`src/hw/rtl/jkve_pkg.sv`:
```
// Shared types and constants for the JSON key/value extractor.
package jkve_pkg;

    // Parser phase
    typedef enum logic [2:0] {
        PH_SEARCH = 3'd0,
        PH_QUOTE  = 3'd1,
        PH_COLON  = 3'd2,
        PH_VALUE  = 3'd3,
        PH_IGNORE = 3'd4
    } t_phase;

    // Result status codes
    typedef enum logic [2:0] {
        ST_MORE      = 3'd0,
        ST_COMPLETE  = 3'd1,
        ST_NOT_FOUND = 3'd2,
        ST_BAD_FMT   = 3'd3,
        ST_UNTERM    = 3'd4
    } t_status;

    // Configuration register indexes
    localparam logic CFG_KEY_CHARS  = 1'b0;
    localparam logic CFG_KEY_LENGTH = 1'b1;

    localparam int KEY_BITS     = 64;
    localparam int KEY_LEN_BITS = 4;

    // Syntax characters
    localparam logic [7:0] CH_QUOTE   = 8'h22;
    localparam logic [7:0] CH_COLON   = 8'h3A;
    localparam logic [7:0] CH_LBRACE  = 8'h7B;
    localparam logic [7:0] CH_LBRACK  = 8'h5B;
    localparam logic [7:0] CH_RBRACE  = 8'h7D;
    localparam logic [7:0] CH_RBRACK  = 8'h5D;
    localparam logic [7:0] CH_COMMA   = 8'h2C;

endpackage

```
`src/hw/rtl/json_key_value_extractor.sv`:
```
// JSON key/value extractor: finds a configured key and streams out its value.
//
//  channel | direction | handshake                 | payload
//  --------+-----------+---------------------------+------------------------------------------
//  in      | sink      | i_in_valid / o_in_stall   | i_doc_byte, i_doc_last
//  out     | source    | o_out_valid / i_out_stall | o_value_byte, o_byte_valid, o_status,
//          |           |                           | o_done_res
//  cfg     | sink      | i_cfg_we                  | i_cfg_index, i_cfg_data
//
// One item per cycle sustained while the output is not stalled. An accepted item is
// held in the input register and parsed into the result register as it moves on,
// which offers any result it yields. The output register frees each cycle its item is
// taken; input stalls only while the input register holds an item that cannot move on.
// Reset (synchronous, active low) returns to key search with key 0 and key length 1.
module json_key_value_extractor #(
    parameter int MAX_KEY_LEN = 8,
    parameter int DEPTH_BITS  = 8
) (
    input  logic                           i_clk,
    input  logic                           i_rst_n,
    // input items
    input  logic                           i_in_valid,
    output logic                           o_in_stall,
    input  logic [7:0]                     i_doc_byte,
    input  logic                           i_doc_last,
    // result items
    output logic                           o_out_valid,
    input  logic                           i_out_stall,
    output logic [7:0]                     o_value_byte,
    output logic                           o_byte_valid,
    output logic [2:0]                     o_status,
    output logic                           o_done_res,
    // configuration
    input  logic                           i_cfg_we,
    input  logic                           i_cfg_index,
    input  logic [jkve_pkg::KEY_BITS-1:0]  i_cfg_data
);

    localparam logic [jkve_pkg::KEY_LEN_BITS-1:0] KLEN_MAX =
        jkve_pkg::KEY_LEN_BITS'(MAX_KEY_LEN);
    localparam logic signed [DEPTH_BITS-1:0] DMAX = {1'b0, {(DEPTH_BITS-1){1'b1}}};
    localparam logic signed [DEPTH_BITS-1:0] DMIN = {1'b1, {(DEPTH_BITS-1){1'b0}}};

    // configuration registers
    logic [jkve_pkg::KEY_BITS-1:0]     r_key_chars;
    logic [jkve_pkg::KEY_LEN_BITS-1:0] r_key_length;

    // input register
    logic       r_in_valid;
    logic [7:0] r_in_byte;
    logic       r_in_last;

    // parser state
    jkve_pkg::t_phase                  r_phase, n_phase;
    logic [jkve_pkg::KEY_LEN_BITS-1:0] r_match, n_match;
    logic signed [DEPTH_BITS-1:0]      r_depth, n_depth;

    // result register
    logic       r_out_valid;
    logic [7:0] r_out_byte;
    logic       r_out_bvalid;
    logic [2:0] r_out_status;
    logic       r_out_done;

    // combinational result
    logic       c_emit;
    logic [7:0] c_byte;
    logic       c_bvalid;
    jkve_pkg::t_status c_status;
    logic       c_done;

    logic                              out_free;
    logic                              advance;
    logic [jkve_pkg::KEY_LEN_BITS-1:0] klen;
    logic [7:0]                        key_byte;
    logic [jkve_pkg::KEY_LEN_BITS-1:0] match_try;

    assign out_free   = !r_out_valid || !i_out_stall;
    assign advance    = r_in_valid && out_free;
    assign o_in_stall = r_in_valid && !out_free;

    // effective key length: 0 reads as 1, capped at the maximum
    always_comb begin
        if (r_key_length == '0) begin
            klen = jkve_pkg::KEY_LEN_BITS'(1);
        end else if (r_key_length > KLEN_MAX) begin
            klen = KLEN_MAX;
        end else begin
            klen = r_key_length;
        end
    end

    assign key_byte = r_key_chars[{r_match[2:0], 3'b000} +: 8];

    // next state and result for the item in the input register
    always_comb begin
        n_phase   = r_phase;
        n_match   = r_match;
        n_depth   = r_depth;
        c_emit    = 1'b0;
        c_byte    = 8'h00;
        c_bvalid  = 1'b0;
        c_status  = jkve_pkg::ST_MORE;
        c_done    = 1'b0;
        match_try = '0;

        case (r_phase)
            jkve_pkg::PH_SEARCH: begin
                if ((r_match < klen) && (r_in_byte == key_byte)) begin
                    match_try = r_match + 1'b1;
                end
                n_match = match_try;
                if (match_try >= klen) begin
                    n_phase = jkve_pkg::PH_QUOTE;
                    if (r_in_last) begin
                        c_emit   = 1'b1;
                        c_status = jkve_pkg::ST_BAD_FMT;
                        c_done   = 1'b1;
                    end
                end else if (r_in_last) begin
                    c_emit   = 1'b1;
                    c_status = jkve_pkg::ST_NOT_FOUND;
                    c_done   = 1'b1;
                end
            end
            jkve_pkg::PH_QUOTE: begin
                if ((r_in_byte != jkve_pkg::CH_QUOTE) || r_in_last) begin
                    n_phase  = jkve_pkg::PH_IGNORE;
                    c_emit   = 1'b1;
                    c_status = jkve_pkg::ST_BAD_FMT;
                    c_done   = 1'b1;
                end else begin
                    n_phase = jkve_pkg::PH_COLON;
                end
            end
            jkve_pkg::PH_COLON: begin
                if (r_in_byte != jkve_pkg::CH_COLON) begin
                    n_phase  = jkve_pkg::PH_IGNORE;
                    c_emit   = 1'b1;
                    c_status = jkve_pkg::ST_BAD_FMT;
                    c_done   = 1'b1;
                end else begin
                    n_phase = jkve_pkg::PH_VALUE;
                    n_depth = '0;
                    if (r_in_last) begin
                        c_emit   = 1'b1;
                        c_status = jkve_pkg::ST_UNTERM;
                        c_done   = 1'b1;
                    end
                end
            end
            jkve_pkg::PH_VALUE: begin
                if ((r_depth == '0) && ((r_in_byte == jkve_pkg::CH_RBRACE) ||
                                        (r_in_byte == jkve_pkg::CH_COMMA))) begin
                    n_phase  = jkve_pkg::PH_IGNORE;
                    c_emit   = 1'b1;
                    c_status = jkve_pkg::ST_COMPLETE;
                    c_done   = 1'b1;
                end else begin
                    // saturating nesting depth
                    if ((r_in_byte == jkve_pkg::CH_LBRACE) ||
                        (r_in_byte == jkve_pkg::CH_LBRACK)) begin
                        if (r_depth != DMAX) n_depth = r_depth + 1'b1;
                    end else if ((r_in_byte == jkve_pkg::CH_RBRACE) ||
                                 (r_in_byte == jkve_pkg::CH_RBRACK)) begin
                        if (r_depth != DMIN) n_depth = r_depth - 1'b1;
                    end
                    c_emit   = 1'b1;
                    c_byte   = r_in_byte;
                    c_bvalid = 1'b1;
                    c_status = r_in_last ? jkve_pkg::ST_UNTERM : jkve_pkg::ST_MORE;
                    c_done   = r_in_last;
                end
            end
            default: begin
                // ignoring until the end of the document
            end
        endcase

        // end of document: back to key search
        if (r_in_last) begin
            n_phase = jkve_pkg::PH_SEARCH;
            n_match = '0;
            n_depth = '0;
        end
    end

    // configuration writes
    always_ff @(posedge i_clk) begin
        if (!i_rst_n) begin
            r_key_chars  <= '0;
            r_key_length <= jkve_pkg::KEY_LEN_BITS'(1);
        end else if (i_cfg_we) begin
            case (i_cfg_index)
                jkve_pkg::CFG_KEY_CHARS:  r_key_chars  <= i_cfg_data;
                jkve_pkg::CFG_KEY_LENGTH:
                    r_key_length <= i_cfg_data[jkve_pkg::KEY_LEN_BITS-1:0];
                default: ;
            endcase
        end
    end

    // input register
    always_ff @(posedge i_clk) begin
        if (!i_rst_n) begin
            r_in_valid <= 1'b0;
        end else if (!o_in_stall) begin
            r_in_valid <= i_in_valid;
        end
    end

    always_ff @(posedge i_clk) begin
        if (i_in_valid && !o_in_stall) begin
            r_in_byte <= i_doc_byte;
            r_in_last <= i_doc_last;
        end
    end

    // parser state, updated as each item moves on
    always_ff @(posedge i_clk) begin
        if (!i_rst_n) begin
            r_phase <= jkve_pkg::PH_SEARCH;
            r_match <= '0;
            r_depth <= '0;
        end else if (advance) begin
            r_phase <= n_phase;
            r_match <= n_match;
            r_depth <= n_depth;
        end
    end

    // result register
    always_ff @(posedge i_clk) begin
        if (!i_rst_n) begin
            r_out_valid <= 1'b0;
        end else if (out_free) begin
            r_out_valid <= r_in_valid && c_emit;
        end
    end

    always_ff @(posedge i_clk) begin
        if (advance) begin
            r_out_byte   <= c_byte;
            r_out_bvalid <= c_bvalid;
            r_out_status <= c_status;
            r_out_done   <= c_done;
        end
    end

    assign o_out_valid  = r_out_valid;
    assign o_value_byte = r_out_byte;
    assign o_byte_valid = r_out_bvalid;
    assign o_status     = r_out_status;
    assign o_done_res   = r_out_done;

endmodule

```
`config.mk`:
```
export PLATFORM = sky130hd
export DESIGN_NAME = json_key_value_extractor
export DESIGN_NICKNAME = d
export VERILOG_FILES = /design/src/hw/rtl/jkve_pkg.sv /design/src/hw/rtl/json_key_value_extractor.sv
export SDC_FILE = /design/constraint.sdc
export NUM_CORES = 1
export LEC_CHECK = 0
export BUFFER_PORTS_ARGS = -buffer_cell sky130_fd_sc_hd__buf_2
export CAP_MARGIN = 20
export CORE_MARGIN = 2
export CORE_UTILIZATION = 55
export CTS_CLUSTER_DIAMETER = 60
export DETAILED_ROUTE_END_ITERATION = 16
export HOLD_SLACK_MARGIN = 0.08
export PLACE_DENSITY = 0.84
export SLEW_MARGIN = 20
export SYNTH_ARGS = -nofsm -noshare
export SYNTH_HDL_FRONTEND = slang
export SYNTH_SLANG_ARGS = --single-unit
export TNS_END_PERCENT = 30
```
`constraint.sdc`:
```
create_clock -name i_clk -period 6.6 [get_ports i_clk]
set_input_delay 0.33 -clock i_clk [delete_from_list [all_inputs] [get_ports i_clk]]
set_output_delay 0.33 -clock i_clk [all_outputs]
set_load 0.02 [all_outputs]
```
Yosys cells after proc, flatten, opt, wreduce, memory -nomap -nowiden
Cells that the tools add are included.
{"block": "classes", "addsub": 3, "bitwise": 2, "mux": 35, "n_reduce_logical": 27, "n_lt_le_gt_ge": 3, "shift": 1, "n_eq_ne": 20}
{"operator": "64-bit by 7-bit variable part select with 8-bit output", "count": 1}
{"operator": "8-bit two-way mux", "count": 7}
{"operator": "8-bit by 7-bit equality test with 1-bit output (second input constant)", "count": 4}
{"operator": "3-bit two-way mux", "count": 9}
{"operator": "4-bit two-way mux", "count": 6}
{"operator": "3-bit case mux with 4 select lines", "count": 2}
{"operator": "8-bit by 6-bit inequality test with 1-bit output (second input constant)", "count": 2}
{"operator": "8-bit inequality test (second input constant)", "count": 2}
{"operator": "8-bit case mux with 2 select lines", "count": 1}
{"operator": "3-bit inequality test (second input constant)", "count": 4}
{"operator": "4-bit inequality test (second input constant)", "count": 3}
{"operator": "8-bit by 1-bit adder with 8-bit output (second input constant)", "count": 1}
{"operator": "8-bit by 6-bit equality test with 1-bit output (second input constant)", "count": 1}
{"operator": "8-bit equality test", "count": 1}
{"operator": "8-bit zero test", "count": 1}
{"operator": "1-bit case mux with 4 select lines", "count": 2}
{"operator": "8-bit by 1-bit subtractor with 8-bit output (second input constant)", "count": 1}
{"operator": "7-bit AND reduction", "count": 1}
{"operator": "3-bit by 2-bit equality test with 1-bit output (second input constant)", "count": 2}
{"operator": "1-bit logical AND", "count": 6}
{"operator": "2-bit two-way mux", "count": 3}
{"operator": "2-bit AND reduction", "count": 3}
{"operator": "1-bit logical OR", "count": 5}
{"operator": "1-bit two-way mux", "count": 5}
{"operator": "other kinds (14)", "count": 18}
{"block": "totals", "in_bits": 79, "reg_bits": 107, "elab_cells": 104}

Depth between registers and ports, before layout
Gate-level depths: netlist of run 1.
{"block": "logic_depth", "depth_word": 11, "mapped_depth": 16, "ltp_nobuf": 15}

Worst setup path before layout of run 1
Ideal clock, no wire load.
{"block": "synth_path", "kind": "reg-to-reg", "startpoint": "register r_match[0] (netlist bit)", "endpoint": "register r_out_status[0] (netlist: o_status[0]) (data pin)", "arrival_ns": 3.022, "path_stages_with_launch": 16, "synth_period_minus_slack_ns": 3.293, "setup_slack_ns": 3.307, "required_ns": 6.329, "setup_time_ns": 0.271, "cell_sequence": "dfxtp_1 > buf_2 > mux4_2 > mux2i_1 > xor2_1 > nand3_1 > and4bb_2 > nand2b_1 > ha_1 > nand2b_1 > a21o_1 > a21o_1 > a21oi_1 > nor2_1 > a31oi_1 > a21oi_1"}
{"block": "synth_via", "elab_chain_cells": 8}
{"element": "start, declared", "line_no": "json_key_value_extractor.sv:55", "rtl": "logic [jkve_pkg::KEY_LEN_BITS-1:0] r_match, n_match;"}
{"element": "start signal, assigned", "line_no": "json_key_value_extractor.sv:227", "rtl": "r_match <= n_match;"}
{"element": "64-bit by 7-bit variable part select with 8-bit output", "line_no": "json_key_value_extractor.sv:93", "rtl": "assign key_byte = r_key_chars[{r_match[2:0], 3'b000} +: 8];"}
{"element": "8-bit equality test", "line_no": "json_key_value_extractor.sv:109", "rtl": "if ((r_match < klen) && (r_in_byte == key_byte)) begin"}
{"element": "1-bit logical AND", "line_no": "json_key_value_extractor.sv:109"}
{"element": "4-bit two-way mux *", "line_no": "json_key_value_extractor.sv:109"}
{"element": "4-bit two-way mux *", "line_no": "json_key_value_extractor.sv:107", "rtl": "case (r_phase)"}
{"element": "4-bit >= comparator *", "line_no": "json_key_value_extractor.sv:113", "rtl": "if (match_try >= klen) begin"}
{"element": "3-bit two-way mux *", "line_no": "json_key_value_extractor.sv:113"}
{"element": "3-bit case mux with 4 select lines *", "line_no": "json_key_value_extractor.sv:107"}
{"element": "net c_status[0]", "line_no": "json_key_value_extractor.sv:69", "rtl": "jkve_pkg::t_status c_status;"}
{"element": "end signal, assigned", "line_no": "json_key_value_extractor.sv:245", "rtl": "r_out_status <= c_status;"}
{"element": "end, declared", "line_no": "json_key_value_extractor.sv:62", "rtl": "logic [2:0] r_out_status;"}
The timed path passes the listed nets; every way through them passes the cells marked *. The select of a mux whose other input is x is not followed.
A chain may end at the register's enable or synchronous reset.

Worst setup path after layout of run 1
Ends and elaborated chain as after synthesis.

==> impl_metrics.csv, run 1 <==
group,metric,value,unit
outcome,status,"complete, no violations",
logic_synthesis,synth_seq_area_share,44.9,%
layout,area_delta_synth_final,14.0,%
floorplanning,io_pins,94,
drt,ant_nets,0,
setup_path,path_max_fanout,12,
layout,antenna_cells,0,
logic_synthesis,yosysTopAreaCellShare,32.3,%
logic_synthesis,netlist_top_cells_count,"nand2_1 (151), dfxtp_1 (85), a21boi_0 (72)",
grt,grt_use_total,24.9,%
floorplanning,die_y,102,um
logic_synthesis,yosysUniqueCellTypes,53,
cts,cts.sinks,107,
cts,htreeDepth,3,
cts,cts_tree,"yes",
logic_synthesis,synth_area,5270,um^2
setup_path,crit_type,"flip-flop to flip-flop",
sta,finClkSkew,6.96,ps
grt,grt_max_degree,88,
grt,grt_pass1_vias,4247,
floorplanning,die_area,10400,um^2
sta,setup_viol,0,
sta,fin_tns_setup,0,ps
drt,drc_errors,0,
grt,antenna_found_initial,0,
logic_synthesis,synth.avg_cell_area,9.44,um^2
cts,insertion_delay,380,ps
logic_synthesis,synth_edf_count,22,
run,drv_cap,0,
place,dp_hpwl,9.02,mm
grt,grt_pass1_wl,20.2,mm
logic_synthesis,syn_nets,652,
setup_path,worst_ep_required_time,6720,ps
sta,min_period,4040,ps
setup_path,setup.worst_path.start_class,"flip-flop",
logic_synthesis,yosysMostFrequentCell,"nand2_1",
floorplanning,core_area,9280,um^2
sta,worst_pin_slew,801,ps
setup_path,endpoint_kind,"flip-flop",
hold_path,hold_path_class,"primary input to flip-flop",
place,io_buffers,93,
sta,whs,119,ps
floorplanning,rows,35,
drt,firstDrtPassIters,5,
sta,final_max_slew_viol_count,0,
cts,cts_setup_buffers,0,
cts,cts_buffer_depth,2,
logic_synthesis,yosys.area.top_type,"dfxtp_1",
sta,fmax,248,MHz
drt,drt_iter0_markers,184,
drt,avgViaCountPerCell,5.70,
cts,cts.repair.resized,0,
sta,final_hold_viol_count,0,
setup_path,crit_arrival,4150,ps
power,p_per_area,203,nW/um^2
sta,period_share,61.2,%
cts,numCtsBuffers,9,
drt,wl_per_cell,16.0,um
logic_synthesis,synth-async-reset-ratio,0,%
layout,finalNetCount,728,
logic_synthesis,ys.warnings.count,0,
grt,grt_overflow,0,
drt,num_vias,4377,
layout,drive_gt1_share,21.1,%
drt,routed_wl,12.3,mm
logic_synthesis,synth_seq_cells,107,
floorplanning,start_util,56.7,%
power,p_leak,2.28,nW
power,worst_ir_drop_vdd,100,uV
place,gp_congestion,0.920,
sta,rsz0062_at_grt,"false",
cts,hold_buffers,0,
logic_synthesis,postSynthCellCount,558,
floorplanning,die_x,102,um
cts,clockRootBuffer,"clkbuf_8",
logic_synthesis,synth_flop_cell,"dfxtp_1",
cts,path_clk_slew,110,ps
sta,relSlewSlack,46.5,%
logic_synthesis,synth_area_leaders,"dfxtp_1 (32%), edfxtp_1 (13%), nand2_1 (11%)",
-- critical path, stage by stage (launching register included) --
cell	delay (ps)
dfxtp_1	640
buf_4	340
mux4_1	580
mux2i_1	180
xnor2_1	90
nor4_2	320
and4bb_2	330
nand2b_1	80
ha_1	280
nand2b_1	140
a21o_1	170
a21o_1	170
a21oi_1	180
nor2_1	50
a31oi_1	140
a21oi_1	80
-- area by class of cell --
cell class,count,area (um^2)
multi-input combinational,415,2770
clock inverter,7,62.6
fill,774,3280
sequential,107,2360
clock buffer,9,124
inverter,4,15.0
tap,129,161
timing repair buffer,97,508
-- cell families (layout without fill, tap and decap cells) --
family                   after synthesis  after routing  share of synthesized area (%)
AO/OA/AOI/OAI                        127            127                           17.4
XOR/XNOR                              13             13                           2.16
adder cells (fa/ha/maj)               15             15                           3.71
buffers and inverters                 36            117                           2.78
flip-flops                           107            107                           44.9
multiplexers                          25             25                           8.63
AND/OR/NAND/NOR                      235            235                           20.4
-- worst paths after layout --
check | from | end | slack, ps | cells past startpoint
max reg2reg | r_match[0] | o_status[0] | 2560 | 15
min | i_doc_byte[6] | r_in_byte[6] | 120 | 1
max | r_match[0] | o_status[0] | 2560 | 15
min reg2reg | r_key_length[0] | r_key_length[0] | 470 | 2
-- placed cells by master, fill, tap and decap left out, types with 7 or more instances in the layout --
cell,n
edfxtp_1,22
ha_1,14
a22oi_1,7
nand2b_1,7
a21oi_1,11
mux4_2,15
o21ai_0,9
and2_1,14
buf_2,93
xnor2_1,9
clkbuf_8,9
nor2_1,15
nand3_1,7
nor2b_1,13
a21boi_0,71
dfxtp_1,85
nand2_1,151
mux2i_1,9
-- per-stage QoR --
step                      worst slack, ps  area [um^2]  utilization (%)  total power, mW  std cells
after floorplan                      3310         5270                -            0.791        558
after global placement               2680         5790             62.4            0.838        751
after detailed placement             2580         5810             62.6            0.844        752
after CTS                            2550         6000             64.6             1.22        768
after global routing                 2220         6000             64.7             1.26        768
final                                2560         6000             64.7             1.22        768
-- report_power, final --
group	internal, mW	switching [mW]
sequential	0.693	0.0211
combinational	0.0550	0.0613
clock	0.144	0.242
-- layer usage --
| layer | vias up | wire, um | GRT usage, % |
|---|---|---|---|
| li1 | 2101 | - | - |
| met1 | 2093 | 5180 | 30.5 |
| met2 | 144 | 6070 | 42.5 |
| met3 | 39 | 620 | 4.65 |
| met4 | 0 | 454 | 12.2 |
| met5 | - | 0 | 0 |
-- registers in the layout, indices dropped and copies added (netlist names) --
register,count
r_key_chars,64
o_value_byte,8
r_depth,8
r_in_byte,8
r_key_length,4
r_match,4
o_status,3
r_phase,3
o_byte_valid,1
o_done_res,1
o_out_valid,1
r_in_last,1
r_in_valid,1
(Power assumes the default switching activity.)
==> run 2: changes to the inputs <==
- CORE_UTILIZATION: 55 -> 51
- PLACE_DENSITY: 0.84 -> 0.82
- clock period: 6.6 -> 3.2 ns (I/O delays scaled with it)
==> impl_metrics.csv, run 2 (synthesis results as in run 1) <==
group,metric,value,unit
outcome,status,"finished with violations",
outcome,failed_checks,"setup timing",
sta,finClkSkew,9.91,ps
power,power,2.69,mW
cts,cts_buffer_depth,2,
floorplanning,die_x,106,um
power,intPower,2.05,mW
sta,worst_pin_slew,726,ps
grt,grt_use_total,26.2,%
setup_path,endpoint_kind,"flip-flop",
grt,grt_pass1_vias,4863,
sta,min_period,3500,ps
sta,rsz0062_at_grt,"true",
layout,final_cell_area,6970,um^2
place,place_ws,-334,ps
cts,insertion_delay,380,ps
run,drv_cap,0,
sta,setup_viol,2,
setup_path,setup.worst_path.start_class,"flip-flop",
setup_path,crit_family,"simple AND/OR/NAND/NOR gates",
setup_path,crit_buf_inv,1,
drt,firstDrtPassIters,4,
sta,fin_tns_setup,-464,ps
floorplanning,core_area,10200,um^2
floorplanning,io_pins,94,
grt,grt_pass1_wl,23.2,mm
drt,avgViaCountPerCell,5.54,
power,p_leak,2.71,nW
drt,wl_per_cell,16.6,um
setup_path,cpMostUsedCell,"a21o_1",
sta,whs,120,ps
grt,grt_overflow,0,
place,place_inst,770,
floorplanning,start_util,51.7,%
power,power_frac_comb,12.2,%
power,switching_share,23.8,%
sta,fmax,286,MHz
setup_path,crit_type,"flip-flop to flip-flop",
drt,routed_wl,14.4,mm
cts,path_clk_slew,100,ps
floorplanning,die_y,106,um
power,p_sw,0.641,mW
setup_path,crit_arrival,3620,ps
cts,cts_tree,"yes",
setup_path,cp_slowest_cell,"mux4_2",
cts,htreeDepth,3,
sta,relSlewSlack,51.5,%
drt,num_vias,4804,
layout,area_delta_synth_final,32.4,%
power,worst_ir_drop_vdd,242,uV
cts,clockRootBuffer,"clkbuf_8",
place,io_buffers,93,
drt,drc_errors,0,
grt,antenna_found_initial,0,
layout,fin_util,68.4,%
place,place_area,5910,um^2
place,dp_hpwl,9.18,mm
sta,final_max_slew_viol_count,0,
floorplanning,rows,37,
setup_path,worst_ep_required_time,3320,ps
drt,drt_iter0_markers,285,
setup_path,path_max_fanout,7,
layout,finalNetCount,821,
power,p_per_area,386,nW/um^2
sta,period_share,109,%
grt,grt_max_degree,65,
power,power_frac_clock,33.2,%
setup_path,cpPeakStageDelay,520,ps
cts,numCtsBuffers,9,
sta,final_hold_viol_count,0,
sta,setup_ws,-302,ps
hold_path,hold_path_class,"primary input to flip-flop",
layout,layout_common_cells,"nand2_1 (151), buf_2 (93), dfxtp_1 (84)",
floorplanning,die_area,11200,um^2
place,gp_congestion,0.894,
cts,cts.sinks,107,
layout,layout_commonest_cell,"nand2_1",
drt,ant_nets,0,
setup_path,path_cells,"buf_12 > mux4_2 > mux2i_2 > xnor2_1 > nor4_2 > and4bb_2 > nand2b_1 > ha_1 > nand2b_4 > a21o_1 > a21o_1 > a21oi_2 > nor2_1 > a31oi_1 > a21oi_1",
layout,antenna_cells,0,
layout,top_register,"r_key_chars",
layout,final_cells,867,
layout,largest_register_ffs,64,
layout,drive_gt1_share,21.6,%
power,pwr-share-seq,54.6,%
==> run 2: cell types whose count changed in the layout (fill, tap and decap cells not counted), sizes merged <==
cell and change:
buf +19, clkbuf +2, clkinv -4, clkinvlp -1
dlygate4sd3 +74, bufinv +2
==> run 2: final cells by class <==
cell class,count,area [um^2]
Inverter,4,15.0
Tap cell,136,170
Timing Repair Buffer,190,1420
Sequential cell,107,2370
Fill cell,748,3210
Clock inverter,4,75.1
Multi-Input combinational cell,415,2790
Clock buffer,11,133
==> run 2: power groups by stage <==
| stage | registers (mW) | logic, mW | clock network (mW) |
|---|---|---|---|
| after floorplan | 1.49 | 0.144 | 0 |
| after global placement | 1.50 | 0.235 | 0 |
| after detailed placement | 1.50 | 0.243 | 0 |
| after CTS | 1.47 | 0.315 | 0.905 |
| after global routing | 1.47 | 0.358 | 0.957 |
| final | 1.47 | 0.328 | 0.894 |
==> run 2: path summary, 6_finish.rpt <==
path | start | to | slack (ps) | cells after the start
worst max-delay path | r_match[0] | o_status[0] | -300 | 15
worst min-delay path | i_cfg_data[27] | r_key_chars[27] | 120 | 3
worst max register to register | r_match[0] | o_status[0] | -300 | 15
worst min register to register | r_key_chars[62] | r_key_chars[62] | 470 | 2
==> run 2: tightest hold or removal path, stage by stage <==
cell and delay (ps):
buf_2 110, nand2_1 80, a21boi_0 90
==> run 2: metal layers <==
metal	GRT usage (%)	up-vias	part of all wire [%]
li1	-	2293	-
met1	30.9	2259	40
met2	46.2	210	51
met3	5.32	42	6.0
met4	11.5	0	2.9
met5	0	-	0
==> run 2: repair_timing <==
action,4_1_cts,5_1_grt
setup endpoints to repair,2,3
pin swaps,1,9
resized for setup,4,4
hold buffers,74,0
setup buffers,7,1
endpoints found under the hold margin,78,0
